[src/design/dq_pkg.sv]
// Shared types and codes for the double-ended queue.
package dq_pkg;

    typedef logic signed [31:0] word_t;

    typedef enum logic [2:0] {
        CMD_PUSH_FRONT = 3'd0,
        CMD_PUSH_BACK  = 3'd1,
        CMD_POP_FRONT  = 3'd2,
        CMD_POP_BACK   = 3'd3,
        CMD_SIZE       = 3'd4,
        CMD_EMPTY      = 3'd5,
        CMD_FRONT      = 3'd6,
        CMD_BACK       = 3'd7
    } cmd_t;

    typedef enum logic [1:0] {
        ST_OK    = 2'd0,
        ST_EMPTY = 2'd1,
        ST_FULL  = 2'd2
    } status_t;

    // Per-cycle control broadcast to every cell of the chain.
    typedef struct packed {
        logic shift_in;   // push at the front: every word moves one cell back
        logic shift_out;  // pop at the front: every word moves one cell forward
        logic push_back;  // write the cell at the current count
    } cell_ctrl_t;

    localparam word_t EMPTY_WORD = -32'sd1;

endpackage

[src/design/dq_cell.sv]
// One storage cell of the queue chain; exchanges its word with both neighbors.
module dq_cell #(
    parameter int IDX = 0,
    parameter int CW  = 11
) (
    input  logic               clk,
    input  dq_pkg::word_t      left_word,
    input  dq_pkg::word_t      right_word,
    input  dq_pkg::word_t      push_value,
    input  logic [CW-1:0]      count,
    input  dq_pkg::cell_ctrl_t ctrl,
    output dq_pkg::word_t      word,
    output dq_pkg::word_t      tap
);
    import dq_pkg::*;

    word_t word_reg;
    word_t word_next;
    logic  is_tail_slot;
    logic  is_last;

    assign is_tail_slot = (count == CW'(IDX));
    assign is_last      = (count == CW'(IDX + 1));

    always_comb
    begin
        word_next = word_reg;
        if (ctrl.shift_in)
        begin
            word_next = left_word;
        end
        else if (ctrl.shift_out)
        begin
            word_next = right_word;
        end
        else if (ctrl.push_back && is_tail_slot)
        begin
            word_next = push_value;
        end
    end

    always_ff @(posedge clk)
    begin
        word_reg <= word_next;
    end

    assign word = word_reg;
    // Offer the word to the back-read tree only when this cell holds the back.
    assign tap  = is_last ? word_reg : '0;

endmodule

[config.mk]
export PLATFORM = sky130hd
export DESIGN_NAME = dq_cell
export DESIGN_NICKNAME = d
export VERILOG_FILES = /design/src/design/dq_pkg.sv /design/src/design/dq_cell.sv
export SDC_FILE = /design/constraint.sdc
export NUM_CORES = 1
export LEC_CHECK = 0
export BUFFER_PORTS_ARGS = -buffer_cell sky130_fd_sc_hd__clkbuf_2
export CAP_MARGIN = 20
export CORE_ASPECT_RATIO = 1.5
export CORE_UTILIZATION = 38
export CTS_BUF_LIST = sky130_fd_sc_hd__clkbuf_8
export DETAILED_ROUTE_END_ITERATION = 10
export PLACE_DENSITY_LB_ADDON = 0.08
export SLEW_MARGIN = 20
export SYNTH_ARGS = -nofsm -noshare
export SYNTH_HDL_FRONTEND = slang
export SYNTH_SLANG_ARGS = --single-unit
[constraint.sdc]
create_clock -name clk -period 4.9 [get_ports clk]
set_clock_uncertainty 0.15 [all_clocks]
set_input_delay 0.245 -clock clk [delete_from_list [all_inputs] [get_ports clk]]
set_output_delay 0.245 -clock clk [all_outputs]
set_load 0.005 [all_outputs]
==> results.json <==
{
  "place_hpwl_um": 3790,
  "synth-seq-cells": 32,
  "cts_tree": "yes",
  "syn-cell-area_um2": 1920,
  "yosysTopAreaCell": "edfxtp_1",
  "placedCellCount": 409,
  "clock_path_buffers": 2,
  "period_share": 0.375,
  "holdWs_ns": 0.0934,
  "tns_ns": 0,
  "postCtsSetupBuffers": 0,
  "syn_to_final_growth_pct": 51.7,
  "clock-sinks": 32,
  "wl_per_cell_um": 11.5,
  "relSlewSlack": 0.339,
  "timing.fmax_mhz": 544,
  "yosysWarnings": 0,
  "syn_inst": 182,
  "crit_required_ns": 4.65,
  "drt_iter0_markers": 32,
  "finalCriticalPeriod_ns": 1.84,
  "nNetsFinal": 461,
  "cts_resized": 0,
  "synth-edff-count": 32,
  "gp_congestion": 0.740,
  "grt_pass1_vias": 1564,
  "ir_worst_vdd_mv": 0.154,
  "io_buffers": 174,
  "die_h_um": 89.0,
  "critical_path_class": "input pin to flop",
  "worst_pin_slew_ns": 0.992,
  "arrival_ns": 1.59,
  "finalWirelength_um": 4800,
  "synthFlopType": "edfxtp_1",
  "leakage_nw": 1.55,
  "rows": 31,
  "syn_nets": 293,
  "rsz0062_at_grt": "false",
  "maxCapViolCount": 0,
  "antenna_found_initial": 0,
  "final_cells": 417,
  "hold_viol": 0,
  "grt_max_degree": 66,
  "ant_nets": 0,
  "finalWorstSetupSlack_ns": 3.06,
  "synthTopCellsByCount": "nand2_1 (33), o21ai_0 (33), edfxtp_1 (32), mux2i_1 (32), and2_1 (19)",
  "initial_core_util": 0.396,
  "grt_pass1_wl_um": 6790,
  "n_antenna_cell": 0,
  "worst_setup_path_end_kind": "flop",
  "p_total_mw": 0.725,
  "synth_seq_area_share": 0.501,
  "clk_pin_slew_ns": 0.06,
  "cts_root_buf": "clkbuf_8",
  "power_density_nw_per_um2": 249,
  "startpoint_type": "input pin",
  "outcome": "finished, final reports clean",
  "slew_violations": 0,
  "drtPass1Iterations": 6,
  "pre_cts_ws_ns": 2.72,
  "core_um2": 4850,
  "finalSetupViolCount": 0,
  "hold_path_class": "input pin to flop",
  "fp.dieW_um": 60.0,
  "yosys.cell_types.count": 15,
  "route.detailed.drc": 0,
  "largest_reg_flops": 32,
  "drive_gt1_frac": 0.564,
  "grt_usage": 0.176,
  "avgSynthCellArea_um2": 10.5,
  "cts-buffers-inserted": 5,
  "synthTopCellsByArea": "edfxtp_1 (50%), mux2i_1 (17%), o21ai_0 (8.6%), nand2_1 (6.5%), and2_1 (6.2%)",
  "via_count": 1883,
  "hold_buffers": 0,
  "ios": 175,
  "die_area_um2": 5350,
  "htree_levels": 2,
  "synth_top_area_frac": 0.501,
  "vias_per_cell": 4.52,
  "path_max_fanout": 32,
  "fillers": 462,
  "async_reset_ff_frac": 0,
  "grt-ovfl-total": 0
}
## worst max-delay path: stages
cell and delay (ns):
clkbuf_2 0.38, buf_4 0.40, nor2_1 0.13, o21ai_4 0.41
## routing by layer
layer,track usage,up-vias,part of all wire
met4,0.0761,0,0.016
li1,-,973,-
met3,0.0405,8,0.080
met1,0.186,792,0.37
met2,0.324,110,0.53
met5,0,-,0
## cell type report
type	count	area, um^2	share of cell area
timing repair buffer	175	878	0.302
sequential	32	961	0.330
multi-input combinational	136	882	0.303
tap	66	82.6	0.0284
clock inverter	3	38.8	0.0133
clock buffer	5	68.8	0.0236
## power breakdown
part           switching (mW)  internal (mW)
Clock                  0.0909          0.149
Sequential             0.0166          0.341
Combinational          0.0567         0.0715
## path summary, 6_finish.rpt
path           from  endpoint  slack [ns]  cells past startpoint
max         ctrl[1]  word[23]        3.06                      4
min   left_word[12]  word[12]        0.09                      3
## per-stage QoR
stage / util / area, um^2
3_5_place_dp: 0.578 / 2800
4_1_cts: 0.601 / 2910
5_1_grt: 0.601 / 2910
3_3_place_gp: 0.578 / 2800
6_report: 0.601 / 2910
2_1_floorplan: - / 1920
## logic make-up (layout without fill, tap and decap cells)
group,Yosys count,count (layout),synth area share
and+or+nand+nor,71,71,0.201
AOI/OAI and AO/OA,33,33,0.0861
DFF,32,32,0.501
muxes,32,32,0.167
buffers and inverters,14,183,0.0456
## layout by cell type, fill, tap and decap left out
| cell type | n |
|---|---|
| nor4_2 | 1 |
| o21ai_0 | 32 |
| and2_2 | 13 |
| and2_1 | 19 |
| nand2_1 | 33 |
| mux2i_1 | 32 |
| clkbuf_2 | 174 |
| buf_4 | 1 |
| bufinv_16 | 1 |
| nor3_1 | 2 |
| edfxtp_1 | 32 |
| clkinv_2 | 1 |
| o21ai_4 | 1 |
| inv_1 | 1 |
| and4_4 | 1 |
| clkbuf_8 | 5 |
| nor2_1 | 1 |
| nand3b_1 | 1 |
Power figures use the tool's default switching activity.
